$ cat src/hw/rtl/tilt_pkg.sv
`timescale 1ns / 1ps

package tilt_pkg;

  // Widths of the sample and angle words.
  localparam int DATA_W = 16;

  // Default depth of the angle pipeline; the table below covers up to 24.
  localparam int CORDIC_STAGES_DEF = 16;
  localparam int ATAN_LEN = 24;

  // Square root: one result bit per cell over a 64-bit radicand.
  localparam int SQ_STEPS = 32;
  localparam int SUM_W    = 32;
  localparam int ROOT_W   = 32;
  localparam int REM_W    = 34;

  // Rotation datapath widths (vector components and angle accumulator).
  localparam int XW = 35;
  localparam int AW = 34;

  // A quarter turn in units of pi/2^31.
  localparam logic signed [AW-1:0] ACC_QTR = AW'(64'sd1073741824);

  // atan(2^-i) in units of pi/2^31, rounded.
  localparam logic signed [AW-1:0] ATAN_TAB [ATAN_LEN] = '{
    AW'(536870912), AW'(316933406), AW'(167458907), AW'(85004756),
    AW'(42667331),  AW'(21354465),  AW'(10679838),  AW'(5340245),
    AW'(2670163),   AW'(1335087),   AW'(667544),    AW'(333772),
    AW'(166886),    AW'(83443),     AW'(41722),     AW'(20861),
    AW'(10430),     AW'(5215),      AW'(2608),      AW'(1304),
    AW'(652),       AW'(326),       AW'(163),       AW'(81)
  };

  // State handed from one square-root cell to the next.
  typedef struct packed {
    logic [SUM_W-1:0]  rad;
    logic [REM_W-1:0]  rem;
    logic [ROOT_W-1:0] root;
  } sqrt_st_t;

  // State handed from one rotation cell to the next.
  typedef struct packed {
    logic signed [XW-1:0] x;
    logic signed [XW-1:0] y;
    logic signed [AW-1:0] acc;
    logic                 zero;
  } cordic_vec_t;

  // Folds the vector into the right half plane and preloads the angle.
  function automatic cordic_vec_t tilt_pre(logic signed [XW-1:0] num,
                                           logic signed [XW-1:0] den);
    cordic_vec_t v;
    v.zero = (num == '0) && (den == '0);
    if (den < 0) begin
      if (num >= 0) begin
        v.x   = num;
        v.y   = -den;
        v.acc = ACC_QTR;
      end else begin
        v.x   = -num;
        v.y   = den;
        v.acc = -ACC_QTR;
      end
    end else begin
      v.x   = den;
      v.y   = num;
      v.acc = '0;
    end
    return v;
  endfunction

endpackage

$ cat src/hw/rtl/tilt_sqrt_cell.sv
`timescale 1ns / 1ps

module tilt_sqrt_cell (
  input  logic               clk,
  input  logic               en,
  input  tilt_pkg::sqrt_st_t st_i,
  output tilt_pkg::sqrt_st_t st_o
);
  import tilt_pkg::*;

  logic [REM_W+1:0] rem_sh;
  logic [REM_W+1:0] trial;
  sqrt_st_t         st_nxt;
  sqrt_st_t         st_r;

  // Bring down the next two radicand bits and try the next root bit.
  always_comb begin
    rem_sh     = {st_i.rem, st_i.rad[SUM_W-1 -: 2]};
    trial      = (REM_W+2)'({st_i.root, 2'b01});
    st_nxt.rad = {st_i.rad[SUM_W-3:0], 2'b00};
    if (rem_sh >= trial) begin
      st_nxt.rem  = REM_W'(rem_sh - trial);
      st_nxt.root = {st_i.root[ROOT_W-2:0], 1'b1};
    end else begin
      st_nxt.rem  = REM_W'(rem_sh);
      st_nxt.root = {st_i.root[ROOT_W-2:0], 1'b0};
    end
  end

  always_ff @(posedge clk) begin
    if (en) begin
      st_r <= st_nxt;
    end
  end

  assign st_o = st_r;

endmodule

$ cat config.mk
export PLATFORM = sky130hd
export DESIGN_NAME = tilt_sqrt_cell
export DESIGN_NICKNAME = d
export VERILOG_FILES = /design/src/hw/rtl/tilt_pkg.sv /design/src/hw/rtl/tilt_sqrt_cell.sv
export SDC_FILE = /design/constraint.sdc
export NUM_CORES = 1
export LEC_CHECK = 0
export BUFFER_PORTS_ARGS = -buffer_cell sky130_fd_sc_hd__clkbuf_2
export CAP_MARGIN = 20
export CORE_MARGIN = 4
export CORE_UTILIZATION = 50
export DETAILED_ROUTE_END_ITERATION = 10
export GPL_TIMING_DRIVEN = 0
export PLACE_DENSITY_LB_ADDON = 0.15
export SLEW_MARGIN = 0
export SYNTH_ARGS = -nofsm -noshare
export SYNTH_HDL_FRONTEND = slang
export SYNTH_SLANG_ARGS = --single-unit
$ cat constraint.sdc
create_clock -name clk -period 2.76 [get_ports clk]
set_input_delay 0.138 -clock clk [delete_from_list [all_inputs] [get_ports clk]]
set_output_delay 0.138 -clock clk [all_outputs]
set_load 0.01 [all_outputs]
* Word level (Yosys, flattened, before mapping)
Index checks and enable logic that the tools add are counted.
** Operators by class
- Add/sub/neg operators :: 1
- Magnitude comparators :: 1
- Multiplexer cells :: 1
** Operator list (number)
- $mux W66 :: 1
- $ge A36 B34 Y1 :: 1
- $sub A34 B34 Y34 :: 1
** Word-level totals
- Register bits after elaboration :: 96
- Bits of input ports :: 100
- Output and inout bits :: 98
- Word-level logic and storage cells :: 6

* Logic depth before layout (Yosys ltp)
- Word-level depth :: 2
- Depth in mapped cells :: 13
- Mapped depth without buffers :: 10

* Least setup slack after synthesis
No wires, ideal clock.
- Path kind :: in2reg
- Start :: input st_i[9] in the netlist's numbering
- End :: register st_r (netlist bit st_o[59]) (data pin)
- Setup time :: 0.260 ns
- Arrival time :: 2.137 ns
- Required time :: 2.500 ns
- Setup slack :: 0.363 ns
- Stages on the path :: 10
- Cell sequence :: inv_1 -> ha_1 -> a21o_1 -> a31o_1 -> a211oi_4 -> o211ai_2 -> a21bo_2 -> mux2i_1 -> o221ai_1 -> mux2_4
** RTL lines
- start, declared :: RTL line tilt_sqrt_cell.sv:6 : input tilt_pkg::sqrt_st_t st_i,
- end signal, assigned :: RTL line tilt_sqrt_cell.sv:32 : st_r <= st_nxt;
- end, declared :: RTL line tilt_sqrt_cell.sv:14 : sqrt_st_t st_r;

==> qor.csv <==
metric,value,unit
status,finished clean,
clk_path_buf_depth,2,
antenna_cells,0,
initial_core_util,51.6,%
ys_warn_count,0,
holdWs,0.0578,ns
crit_path_max_incr_delay,0.56,ns
worstPathCellList,"dlygate4sd3_1, clkbuf_2, inv_1, ha_2, and3_4, o21ai_1, a31oi_1, o21ai_0, a21bo_2, mux2i_1, o221ai_1, mux2_4",
synthCells,475,
synth-edff-count,96,
wl_per_cell,16.2,um
switching_share,28.2,%
cts_tree,done,
min_period_over_period,96.8,%
hp-class,primary input to register,
drv_cap,0,
p_int,2870,uW
regArea,2880,um^2
dieArea,12400,um^2
gp_congestion,0.817,
cts_sinks,96,
ios,198,
drc,0,
postSynthAreaPerCell,11.3,um^2
postRouteAntennaNets,0,
grt_pass1_vias,4618,
nFillCells,786,
cp.required,2.89,ns
clock_power_share,27.9,%
grt.total_usage,22.9,%
io_buffers,195,
syn_to_final_growth,39.6,%
cts_buffers,9,
vias_per_cell,5.28,
fin_cells,886,
setup-violations-final,0,
grt_overflow,0,
route.met2.wl,6910,um
die_h,111,um
synthDistinctLibCells,62,
dp_cells,808,
leakage,0.00338,uW
critPathSlowestCell,dlygate4sd3_1,
h-tree-depth,3,
drv_slew,0,
largest_register_ffs,96,
clk_pin_slew,0.10,ns
first_pass_iters,4,
ir_drop,0.000303,V
die_w,111,um
rows,37,
start_kind,primary input,
nets,879,
grt_max_degree,57,
synth_seq_cells,96,
cp_max_fo,6,
crit_path_end_kind,register,
top_layer_used,met4,
max_freq,0.374,GHz
tightest_slew,0.596,ns
multiInputGateArea,2280,um^2
critPathKind,primary input to register,
final_layout_size_suffix_gt1_share,34.1,%
core,10400,um^2
clockRootBuffer,clkbuf_8,
period_needed,2.67,ns
antenna_found_initial,0,
synthArstFlopShare,0,%
sequentialPowerShare,46.1,%
rsz0062_at_grt,true,
hold_viol,0,
p_switching,1130,uW
wl_met3,1050,um
grt_pass1_wl,23000,um
fin_area,7470,um^2
cp.arrival,2.81,ns
p_per_area,536,nW/um^2
vias,4680,
syn_area,5350,um^2
ys_seq_area_share,53.8,%
wl_met1,6130,um
slew-limit-headroom,60.3,%
pwr-share-comb,26.0,%
place_area,6530,um^2
finalWirelength,14300,um
drtIter0Drc,210,
hpwlAfterDp,10300,um
synth_ff_type,edfxtp_1,
==> cell families after synthesis <==
logic type,after synthesis,share of synthesized area (%)
and+or+nand+nor,120,10.5
muxes,5,1.03
xor gates and xnor gates,27,4.42
other,1,0.0700
DFF,96,53.8
adders and majority gates,34,7.95
AOI/OAI and AO/OA,133,17.4
buffers and inverters,59,4.81
==> cell usage after synthesis, types with 10 or more instances <==
cell type,n,share of area (%)
nor2_1,18,1.3
a21o_1,19,2.7
a21oi_1,28,2.6
nor3_1,10,0.93
nand2_1,58,4.1
o21ai_0,41,3.8
inv_1,42,2.9
ha_1,34,7.9
xor2_1,13,2.1
xnor2_1,14,2.3
edfxtp_1,96,54
==> worst paths after layout <==
check | slack, ns | from | endpoint | cells after the start
hold / removal | 0.06 | st_i[58] | st_o[60]$_DFFE_PP_ | 3
setup / recovery | 0.09 | st_i[18] | st_o[59]$_DFFE_PP_ | 12
==> stage by stage <==
stage	TNS, ns	power, uW	setup slack [ns]	utilization [%]
2_1_floorplan	0	2440	0.363	-
3_3_place_gp	-2.23	2790	-0.134	62.7
3_5_place_dp	-2.43	2820	-0.135	63.0
4_1_cts	0	4000	0.000778	71.2
5_1_grt	-0.104	4200	-0.0289	72.1
6_report	0	4000	0.0880	72.1
==> routing by layer <==
layer	vias up	track usage (%)
met1	2190	29.0
met5	-	0
met3	19	5.87
li1	2281	-
met4	0	6.65
met2	190	38.9
==> cell usage in the layout, fill, tap and decap left out, types with 3 or more instances in the layout <==
master and n:
xnor2_1 14, clkbuf_1 4, and2_1 3, buf_4 6
a31oi_1 4, nor3_1 10, ha_1 30, nand2_1 58
o31ai_1 4, o21ai_1 5, dlygate4sd3_1 61, clkbuf_8 10
nand2b_1 5, inv_1 42, nand4_1 6, a21oi_1 28
nand3_1 5, nor2_1 17, a21o_1 19, bufinv_16 3
o21ai_0 40, edfxtp_1 96, mux2i_1 4, clkbuf_2 195
o21a_1 3, clkbuf_4 5, ha_2 4, xor2_1 13
==> worst max-delay path: cells and delay by family <==
family                     cells  cell delay [ns]
adders and majority gates      1             0.37
muxes                          2             0.52
AOI/OAI and AO/OA              5             0.78
buffers and inverters          3             0.73
and+or+nand+nor                1             0.25
==> area by class of cell <==
type	instances	area share, %
clock buffers	10	1.71
well taps	136	2.28
multi-input cells	321	30.5
clock inverters	6	1.51
inverters	43	2.18
repair buffers	259	21.8
plain buffers	15	1.42
flip-flops and latches	96	38.6
==> what timing repair did <==
item | CTS | global route
setup endpoints to repair | 0 | 34
gates resized for setup | 0 | 23
hold buffers | 61 | 0
buffers inserted | 0 | 2
endpoints found under the hold margin | 61 | 0
==> power by group through the flow <==
stage	Sequential [uW]	Combinational (uW)	Clock, uW
2_1_floorplan	1960	476	0
3_3_place_gp	1870	921	0
3_5_place_dp	1880	941	0
4_1_cts	1840	1010	1140
5_1_grt	1860	1140	1200
6_report	1840	1040	1120
Power figures use the tool's default switching activity.
