File: config.mk
export PLATFORM = sky130hd
export DESIGN_NAME = tilt_cordic_cell
export DESIGN_NICKNAME = d
export VERILOG_FILES = /design/src/hw/rtl/tilt_pkg.sv /design/src/hw/rtl/tilt_cordic_cell.sv
export SDC_FILE = /design/constraint.sdc
export NUM_CORES = 1
export LEC_CHECK = 0
export BUFFER_PORTS_ARGS = -buffer_cell sky130_fd_sc_hd__clkbuf_2
export CAP_MARGIN = 20
export CORE_ASPECT_RATIO = 0.9
export CORE_MARGIN = 10
export CORE_UTILIZATION = 25
export CTS_CLUSTER_SIZE = 24
export DETAILED_ROUTE_END_ITERATION = 10
export PLACE_DENSITY_LB_ADDON = 0.1
export SYNTH_ARGS = -nofsm -noshare
export SYNTH_HDL_FRONTEND = slang
export SYNTH_SLANG_ARGS = --single-unit
File: constraint.sdc
create_clock -name clk -period 4 [get_ports clk]
set_input_delay 0.4 -clock clk [delete_from_list [all_inputs] [get_ports clk]]
set_output_delay 0.4 -clock clk [all_outputs]
set_load 0.05 [all_outputs]
File: src/hw/rtl/tilt_pkg.sv
`timescale 1ns / 1ps

package tilt_pkg;

  // Widths of the sample and angle words.
  localparam int DATA_W = 16;

  // Default depth of the angle pipeline; the table below covers up to 24.
  localparam int CORDIC_STAGES_DEF = 16;
  localparam int ATAN_LEN = 24;

  // Square root: one result bit per cell over a 64-bit radicand.
  localparam int SQ_STEPS = 32;
  localparam int SUM_W    = 32;
  localparam int ROOT_W   = 32;
  localparam int REM_W    = 34;

  // Rotation datapath widths (vector components and angle accumulator).
  localparam int XW = 35;
  localparam int AW = 34;

  // A quarter turn in units of pi/2^31.
  localparam logic signed [AW-1:0] ACC_QTR = AW'(64'sd1073741824);

  // atan(2^-i) in units of pi/2^31, rounded.
  localparam logic signed [AW-1:0] ATAN_TAB [ATAN_LEN] = '{
    AW'(536870912), AW'(316933406), AW'(167458907), AW'(85004756),
    AW'(42667331),  AW'(21354465),  AW'(10679838),  AW'(5340245),
    AW'(2670163),   AW'(1335087),   AW'(667544),    AW'(333772),
    AW'(166886),    AW'(83443),     AW'(41722),     AW'(20861),
    AW'(10430),     AW'(5215),      AW'(2608),      AW'(1304),
    AW'(652),       AW'(326),       AW'(163),       AW'(81)
  };

  // State handed from one square-root cell to the next.
  typedef struct packed {
    logic [SUM_W-1:0]  rad;
    logic [REM_W-1:0]  rem;
    logic [ROOT_W-1:0] root;
  } sqrt_st_t;

  // State handed from one rotation cell to the next.
  typedef struct packed {
    logic signed [XW-1:0] x;
    logic signed [XW-1:0] y;
    logic signed [AW-1:0] acc;
    logic                 zero;
  } cordic_vec_t;

  // Folds the vector into the right half plane and preloads the angle.
  function automatic cordic_vec_t tilt_pre(logic signed [XW-1:0] num,
                                           logic signed [XW-1:0] den);
    cordic_vec_t v;
    v.zero = (num == '0) && (den == '0);
    if (den < 0) begin
      if (num >= 0) begin
        v.x   = num;
        v.y   = -den;
        v.acc = ACC_QTR;
      end else begin
        v.x   = -num;
        v.y   = den;
        v.acc = -ACC_QTR;
      end
    end else begin
      v.x   = den;
      v.y   = num;
      v.acc = '0;
    end
    return v;
  endfunction

endpackage

File: src/hw/rtl/tilt_cordic_cell.sv
`timescale 1ns / 1ps

module tilt_cordic_cell #(
  parameter int STAGE = 0
) (
  input  logic                  clk,
  input  logic                  en,
  input  tilt_pkg::cordic_vec_t v_i,
  output tilt_pkg::cordic_vec_t v_o
);
  import tilt_pkg::*;

  logic signed [XW-1:0] xs;
  logic signed [XW-1:0] ys;
  cordic_vec_t          v_nxt;
  cordic_vec_t          v_r;

  // Turn toward the x axis by atan(2^-STAGE); shifts floor on negatives.
  always_comb begin
    xs         = v_i.x >>> STAGE;
    ys         = v_i.y >>> STAGE;
    v_nxt.zero = v_i.zero;
    if (v_i.y > 0) begin
      v_nxt.x   = v_i.x + ys;
      v_nxt.y   = v_i.y - xs;
      v_nxt.acc = v_i.acc + ATAN_TAB[STAGE];
    end else begin
      v_nxt.x   = v_i.x - ys;
      v_nxt.y   = v_i.y + xs;
      v_nxt.acc = v_i.acc - ATAN_TAB[STAGE];
    end
  end

  always_ff @(posedge clk) begin
    if (en) begin
      v_r <= v_nxt;
    end
  end

  assign v_o = v_r;

endmodule

# After elaboration in Yosys (flattened, before gate mapping)
# Cells that the tools add are included.
[classes]
addsub = 5
n_lt_le_gt_ge = 1
mux = 1
[ops]
columns = ["op", "n"]
rows = [
  ["2-to-1 mux 104 bit", 1],
  ["subtractor 35 bit", 2],
  ["adder 35 bit", 1],
  ["greater-than comparator 35 x 1 -> 1 bit (second input constant)", 1],
  ["adder 34 x 31 -> 34 bit (second input constant)", 1],
  ["subtractor 34 x 31 -> 34 bit (second input constant)", 1],
]
[totals]
register_bits = 105
input_bits = 107
output_inout_bits = 105

# Logic depth before layout (Yosys ltp)
# Gate-level depths: netlist of run 1.
[depth]
word_depth = 2
ltp_mapped = 13
mapped_depth_nobuf = 12

# Least setup slack after synthesis of run 1
# Ideal clock, no wire load.
[synth_path]
kind = "input to register"
from = "input port v_i[35] (netlist name)"
to = "register v_r (netlist bit v_o[67]), data pin"
setup_time_ns = 0.259
arrival_ns = 2.704
required_time_ns = 3.741
setup_slack_ns = 1.038
cell_stages = 12
cell_sequence = "ha_1 -> inv_1 -> fa_1 -> nor2_1 -> nor2_1 -> o41ai_2 -> a211oi_2 -> o31ai_2 -> a311o_1 -> a311oi_1 -> o21bai_1 -> xnor2_1"
[synth_rtl]
columns = ["element", "line_no", "source"]
rows = [
  ["from (decl)", "tilt_cordic_cell.sv:8", "input tilt_pkg::cordic_vec_t v_i,"],
  ["to (signal assigned)", "tilt_cordic_cell.sv:36", "v_r <= v_nxt;"],
  ["to (decl)", "tilt_cordic_cell.sv:16", "cordic_vec_t v_r;"],
]

==> results of run 1 <==
-- how the worst max path moves through the flow --
stage	slack (ns)	cells past startpoint	endpoint
2_1_floorplan	1.04	12	v_o[67]$_DFFE_PP_
3_3_place_gp	0.18	14	v_o[102]$_DFFE_PP_
3_5_place_dp	0.19	14	v_o[102]$_DFFE_PP_
4_1_cts	0.60	14	v_o[102]$_DFFE_PP_
5_1_grt	0.36	14	v_o[102]$_DFFE_PP_
6_report	0.48	14	v_o[102]$_DFFE_PP_
-- synth_stat cells (all sizes together) (3+ instances only) --
cell type | n | area, um^2
nand3 | 17 | 85.08
o2111ai | 6 | 52.55
buf | 18 | 78.83
a21boi | 3 | 22.52
o21a | 3 | 22.52
nand2b | 9 | 56.30
a31oi | 9 | 56.30
and3 | 5 | 31.28
a21oi | 151 | 755.7
nor2b | 14 | 87.58
o31a | 5 | 43.79
o41ai | 6 | 60.06
mux2i | 14 | 140.1
nand4 | 13 | 81.33
fa | 4 | 80.08
a2111oi | 3 | 32.53
a311oi | 6 | 52.55
o31ai | 11 | 87.58
a21o | 18 | 135.1
xor2 | 4 | 35.03
or2 | 4 | 25.03
o21bai | 24 | 180.2
edfxtp | 104 | 3123
xnor2 | 68 | 595.6
nor2 | 82 | 307.8
a211oi | 13 | 107.6
nor3 | 26 | 130.1
a221oi | 4 | 47.55
inv | 102 | 382.9
or3 | 6 | 37.54
clkbuf | 27 | 101.4
nand2 | 75 | 281.5
ha | 107 | 1339
o211ai | 11 | 82.58
o21ai | 57 | 285.3
nor4 | 18 | 112.6
-- power groups by stage --
stage | clock [uW] | sequential (uW) | combinational, uW
global route | 1020 | 1470 | 2140
CTS | 987 | 1460 | 2000
detailed placement | 0 | 1480 | 1990
finish | 934 | 1460 | 1990
global placement | 0 | 1480 | 2000
floorplan | 0 | 2020 | 790
-- layout make-up --
cell class | instances | area [um^2] | area share
Clock buffer | 9 | 225.2 | 0.01957
Clock inverter | 7 | 62.56 | 0.005435
Inverter | 104 | 390.4 | 0.03391
Multi-Input combinational cell | 825 | 5702 | 0.4953
Sequential cell | 104 | 3123 | 0.2713
Tap cell | 483 | 604.3 | 0.05250
Timing Repair Buffer | 252 | 1404 | 0.1220
-- layer usage --
layer / vias to the layer above / routed length [um] / GRT usage
li1: 4325 / - / -
met4: 0 / 461 / 0.03203
met3: 23 / 2069 / 0.03629
met2: 267 / 17500 / 0.2579
met1: 4367 / 19030 / 0.2354
met5: - / 0 / 0
-- worst max-delay path: stages --
cell and delay (ns):
clkbuf_2 0.16, inv_1 0.06, ha_1 0.51, nand2_1 0.14
buf_4 0.17, o21bai_1 0.17, a31o_2 0.31, o21ai_1 0.33
o21ai_1 0.24, o41ai_1 0.50, buf_4 0.23, a21oi_1 0.08
a211oi_1 0.24, xnor2_1 0.10
-- stage by stage --
stage | power (uW) | hold slack (ns) | setup WS [ns] | instance area (um^2) | util
after global routing | 4627 | 0.1595 | 0.3600 | 11510 | 0.3100
after floorplan | 2814 | 0.4989 | 1.038 | 9394 | -
after global placement | 3479 | 0.5776 | 0.1809 | 11220 | 0.3022
after CTS | 4444 | 0.1609 | 0.6030 | 11510 | 0.3100
after detailed placement | 3466 | 0.5787 | 0.1937 | 11220 | 0.3022
final | 4378 | 0.1884 | 0.4797 | 11510 | 0.3100
-- cells by family (layout without fill, tap and decap cells) --
group                    Yosys count  after routing  share of synthesized area
flip-flops                       104            104                     0.3324
XOR/XNOR                          72             72                    0.06713
adder cells (fa/ha/maj)          111            111                     0.1510
AND/OR/NAND/NOR                  279            279                     0.1397
multiplexers                      14             14                    0.01492
buffers and inverters            149            372                    0.06074
AO/OA/AOI/OAI                    349            349                     0.2340
==> out/results.ini, run 1 <==
[finish]
syn2layout_area_growth_pct=22.54
nFillCells=4036
final_cells=1784
layout-drive-gt1-share=0.2198
final_common_cell=clkbuf_2
final_cell_mix=210 x clkbuf_2, 151 x a21oi_1, 107 x ha_1, 104 x edfxtp_1, 96 x inv_1
nNetsFinal=1514
largest_reg_flops=104
antenna_cells=0

[global_routing]
grt_pass1_vias=9129
grt_max_degree=59
grt_pass1_wl_um=58150
antenna_found_initial=0
grt_use_total=0.1671
gr-total-overflow=0

[floorplan]
die_w_um=224.3
coreArea_mm2=0.03714
rows=67
ioPinCount=212
die-height_um=203.9
start_util=0.2530
die_area_mm2=0.04574

[synth]
synth_seq_area_share=0.3324
synth_cell_types=68
synth-edff-count=104
async_reset_ff_frac=0
synth.avg_cell_area_um2=8.714
synth_nets=1296
yosysWarnings=0
synth_seq_cells=104
synth_area_mm2=0.009394
synthFlopType=edfxtp_1
synth_cells=1078

[power_and_ir_drop]
p_per_area_mw_per_mm2=380.3
netSwitchingFraction=0.4495
p_clk_frac=0.213
p_seq_frac=0.332
pwr-share-comb=0.454
peakVddDrop_mv=0.1652
leakagePower_uw=0.005048
internal_power_uw=2410
p_sw_uw=1968

[sta]
rsz0062_at_grt=false
finalSetupViolations=0
finalHoldViolations=0
setup_tns_ns=0
fmax_mhz=284.1
maxSlewViolCount=0
period_share=0.8801
fin_crit_ns=3.520
relSlewSlack=0.5024
worst_pin_slew_ns=0.7464

[routing]
vias=8982
antenna_left=0
drt_iter0_markers=683
drt-pass1-iter-count=5
drc=0
routedWlPerCell_um=21.89
via_per_inst=5.035
routed_wirelength_um=39060

[worst_setup_path]
path_max_fanout=10
worst_setup_path_start_kind=primary input
path_class=in2reg
end_kind=flip-flop
worst_ep_arrival_time_ns=3.65
cp.required_ns=4.13
startpoint=v_i[39]

[worst_hold_path]
hold_path.class=in2reg
hold_depth=1
hp-start=v_i[24]
min_to=v_o[24]$_DFFE_PP_

[cts]
h-tree-depth=3
tritoncts=yes
cts_root_buf=clkbuf_16
clk_pin_slew_ns=0.08
postCtsHoldBufs=0
cts_sinks=104
cts.path.max_buffers=2
postCtsSetupBuffers=0
cts_buffers=9
ctsResizeCount=0

[run]
maxCapViolations=0

[place]
gp_congestion=0.8780
dp_cells=1768
port_buffers=211
dpl.hpwl_um=31550

[status]
outcome=finished clean

(Power assumes the default switching activity.)
==> inputs of run 2 (changes only) <==
--- a/config.mk
+++ b/config.mk
@@ -5,10 +5,11 @@
 export SDC_FILE = /design/constraint.sdc
 export NUM_CORES = 1
 export LEC_CHECK = 0
+export ABC_AREA = 1
 export BUFFER_PORTS_ARGS = -buffer_cell sky130_fd_sc_hd__clkbuf_2
 export CAP_MARGIN = 20
 export CORE_ASPECT_RATIO = 0.9
-export CORE_MARGIN = 10
+export CORE_MARGIN = 3
 export CORE_UTILIZATION = 25
 export CTS_CLUSTER_SIZE = 24
 export DETAILED_ROUTE_END_ITERATION = 10
==> out/results.ini, run 2 <==
[global_routing]
grt_max_degree=105
antenna_found_initial=0
grt_pass1_wl_um=68050
grt_use_total=0.1972
gr-total-overflow=0
grt_pass1_vias=11000

[sta]
relSlewSlack=0.4925
maxSlewViolCount=0
fin_crit_ns=2.746
finalHoldViolations=0
finalSetupViolations=0
worst_pin_slew_ns=0.7612
setup_ws_ns=1.254
fmax_mhz=364.2
rsz0062_at_grt=false
setup_tns_ns=0
period_share=0.6865

[cts]
cts_buffers=9
clk_pin_slew_ns=0.09
cts_root_buf=clkbuf_16
cts.path.max_buffers=2
postCtsSetupBuffers=0
ctsResizeCount=0
h-tree-depth=3
postCtsHoldBufs=0
tritoncts=yes
cts_sinks=104

[synth]
synth_most_common_cell=nand2_1
synth-edff-count=104
synth_area_mm2=0.01105
synth_seq_cells=104
synth_cells=1637
synthFlopType=edfxtp_1
yosysWarnings=0
synth.avg_cell_area_um2=6.751
synth_cell_types=37
netlist.area_leader.share=0.2826
ys_top_cells_by_count=472 x nand2_1, 256 x inv_1, 160 x nand3_1
synth_seq_area_share=0.2826
synth_nets=1855
async_reset_ff_frac=0
yosys.area.top_type=edfxtp_1
synthTopCellsByArea=edfxtp_1 28%, nand2_1 16%, ha_1 12%

[routing]
via_per_inst=4.727
drc=0
drt_iter0_markers=1012
antenna_left=0
routedWlPerCell_um=19.28
vias=11420
routed_wirelength_um=46600
drt-pass1-iter-count=8

[worst_setup_path]
path_class=in2reg
cp.required_ns=4.09
path_max_fanout=66
crit_slowest_cell=buf_4
cp_cell_sequence=clkbuf_2 > inv_1 > nand4_1 > nor3_1 > nand3_1 > nor2_1 > nor2_4 > inv_2 > buf_4 > o21ai_0
critical_path_buf_inv_count=4
worst_setup_path_start_kind=primary input
end_kind=flip-flop
worst_ep_arrival_time_ns=2.83
max_stage_delay_ns=0.64
crit_family=buffers and inverters

[power_and_ir_drop]
pwr-share-comb=0.461
p_clk_frac=0.211
p_seq_frac=0.327
p_sw_uw=2101
peakVddDrop_mv=0.1932
leakagePower_uw=0.006529
power_uw=4423
netSwitchingFraction=0.4751
internal_power_uw=2321
p_per_area_mw_per_mm2=342.4

[finish]
syn2layout_area_growth_pct=16.86
final_common_cell=nand2_1
nNetsFinal=2037
largest_reg_flops=104
layout-drive-gt1-share=0.1541
multi_input_area_mm2=0.006658
fin_area_mm2=0.01291
regArea_mm2=0.003123
nFillCells=4877
final_cell_mix=472 x nand2_1, 256 x inv_1, 210 x clkbuf_2, 160 x nand3_1, 122 x nor2_1

[run]
maxCapViolations=0

[floorplan]
rows=72
start_util=0.2551
coreArea_mm2=0.04333
die_area_mm2=0.04677
die-height_um=205.5
ioPinCount=212
die_w_um=227.6

[place]
gp_congestion=0.9104
dpl.hpwl_um=40110
port_buffers=211
place_ws_ns=0.7419
post_dp_cell_area_mm2=0.01261

[status]
outcome=finished clean

[worst_hold_path]
hold_path.class=in2reg

==> run 2: cell count changes in the layout (fill, tap and decap cells not counted), moves of 16 or more <==
cell / previous run / this run
buf_4: 39 / 5
nand3_1: 17 / 160
nor2_1: 82 / 122
nand2_1: 75 / 472
a21o_1: 18 / 2
a21oi_1: 151 / 114
o21ai_0: 47 / 88
inv_1: 96 / 256
xor2_1: 4 / 43
xnor2_1: 68 / 2
==> run 2: final timing paths <==
check / start / to / slack [ns] / depth (start not counted)
worst min-delay path: v_i[8] / v_o[8]$_DFFE_PP_ / 0.20 / 1
worst max-delay path: v_i[37] / v_o[50]$_DFFE_PP_ / 1.25 / 10
==> run 2: cell type report <==
| type | instances | share of cell area |
|---|---|---|
| clock inverter | 7 | 0.006007 |
| multi-input combinational | 1227 | 0.5155 |
| antenna | 1 | 0.0001938 |
| sequential | 104 | 0.2418 |
| clock buffer | 9 | 0.01744 |
| inverter | 261 | 0.07586 |
| tap | 592 | 0.05735 |
| timing repair buffer | 216 | 0.08584 |
==> run 2: kinds of logic after synthesis <==
logic type,share of synthesized area
and+or+nand+nor,0.3181
DFF,0.2826
xor gates and xnor gates,0.03566
adders and majority gates,0.1284
AOI/OAI and AO/OA,0.1198
buffers and inverters,0.1155
==> run 2: layer usage <==
layer / routed length [um] / vias to the layer above / GRT usage
met3: 2757 / 34 / 0.02240
met2: 18810 / 386 / 0.2862
met5: 0 / - / 0
met1: 24270 / 5373 / 0.3088
met4: 768 / 0 / 0.04302
li1: - / 5631 / -
==> run 2: metrics by stage <==
step	instances	hold slack (ns)	util
2_1_floorplan	1637	0.4989	-
3_3_place_gp	2400	0.5780	0.2910
5_1_grt	2416	0.1732	0.2980
4_1_cts	2416	0.1774	0.2980
6_report	2417	0.1980	0.2980
3_5_place_dp	2400	0.5787	0.2910
==> run 2: power by group through the flow <==
stage          combinational [uW]  clock, uW  sequential (uW)
6_report                     2040        934             1450
5_1_grt                      2220       1020             1460
2_1_floorplan                 913          0             1920
4_1_cts                      2030        982             1450
3_3_place_gp                 2030          0             1480
3_5_place_dp                 2030          0             1480
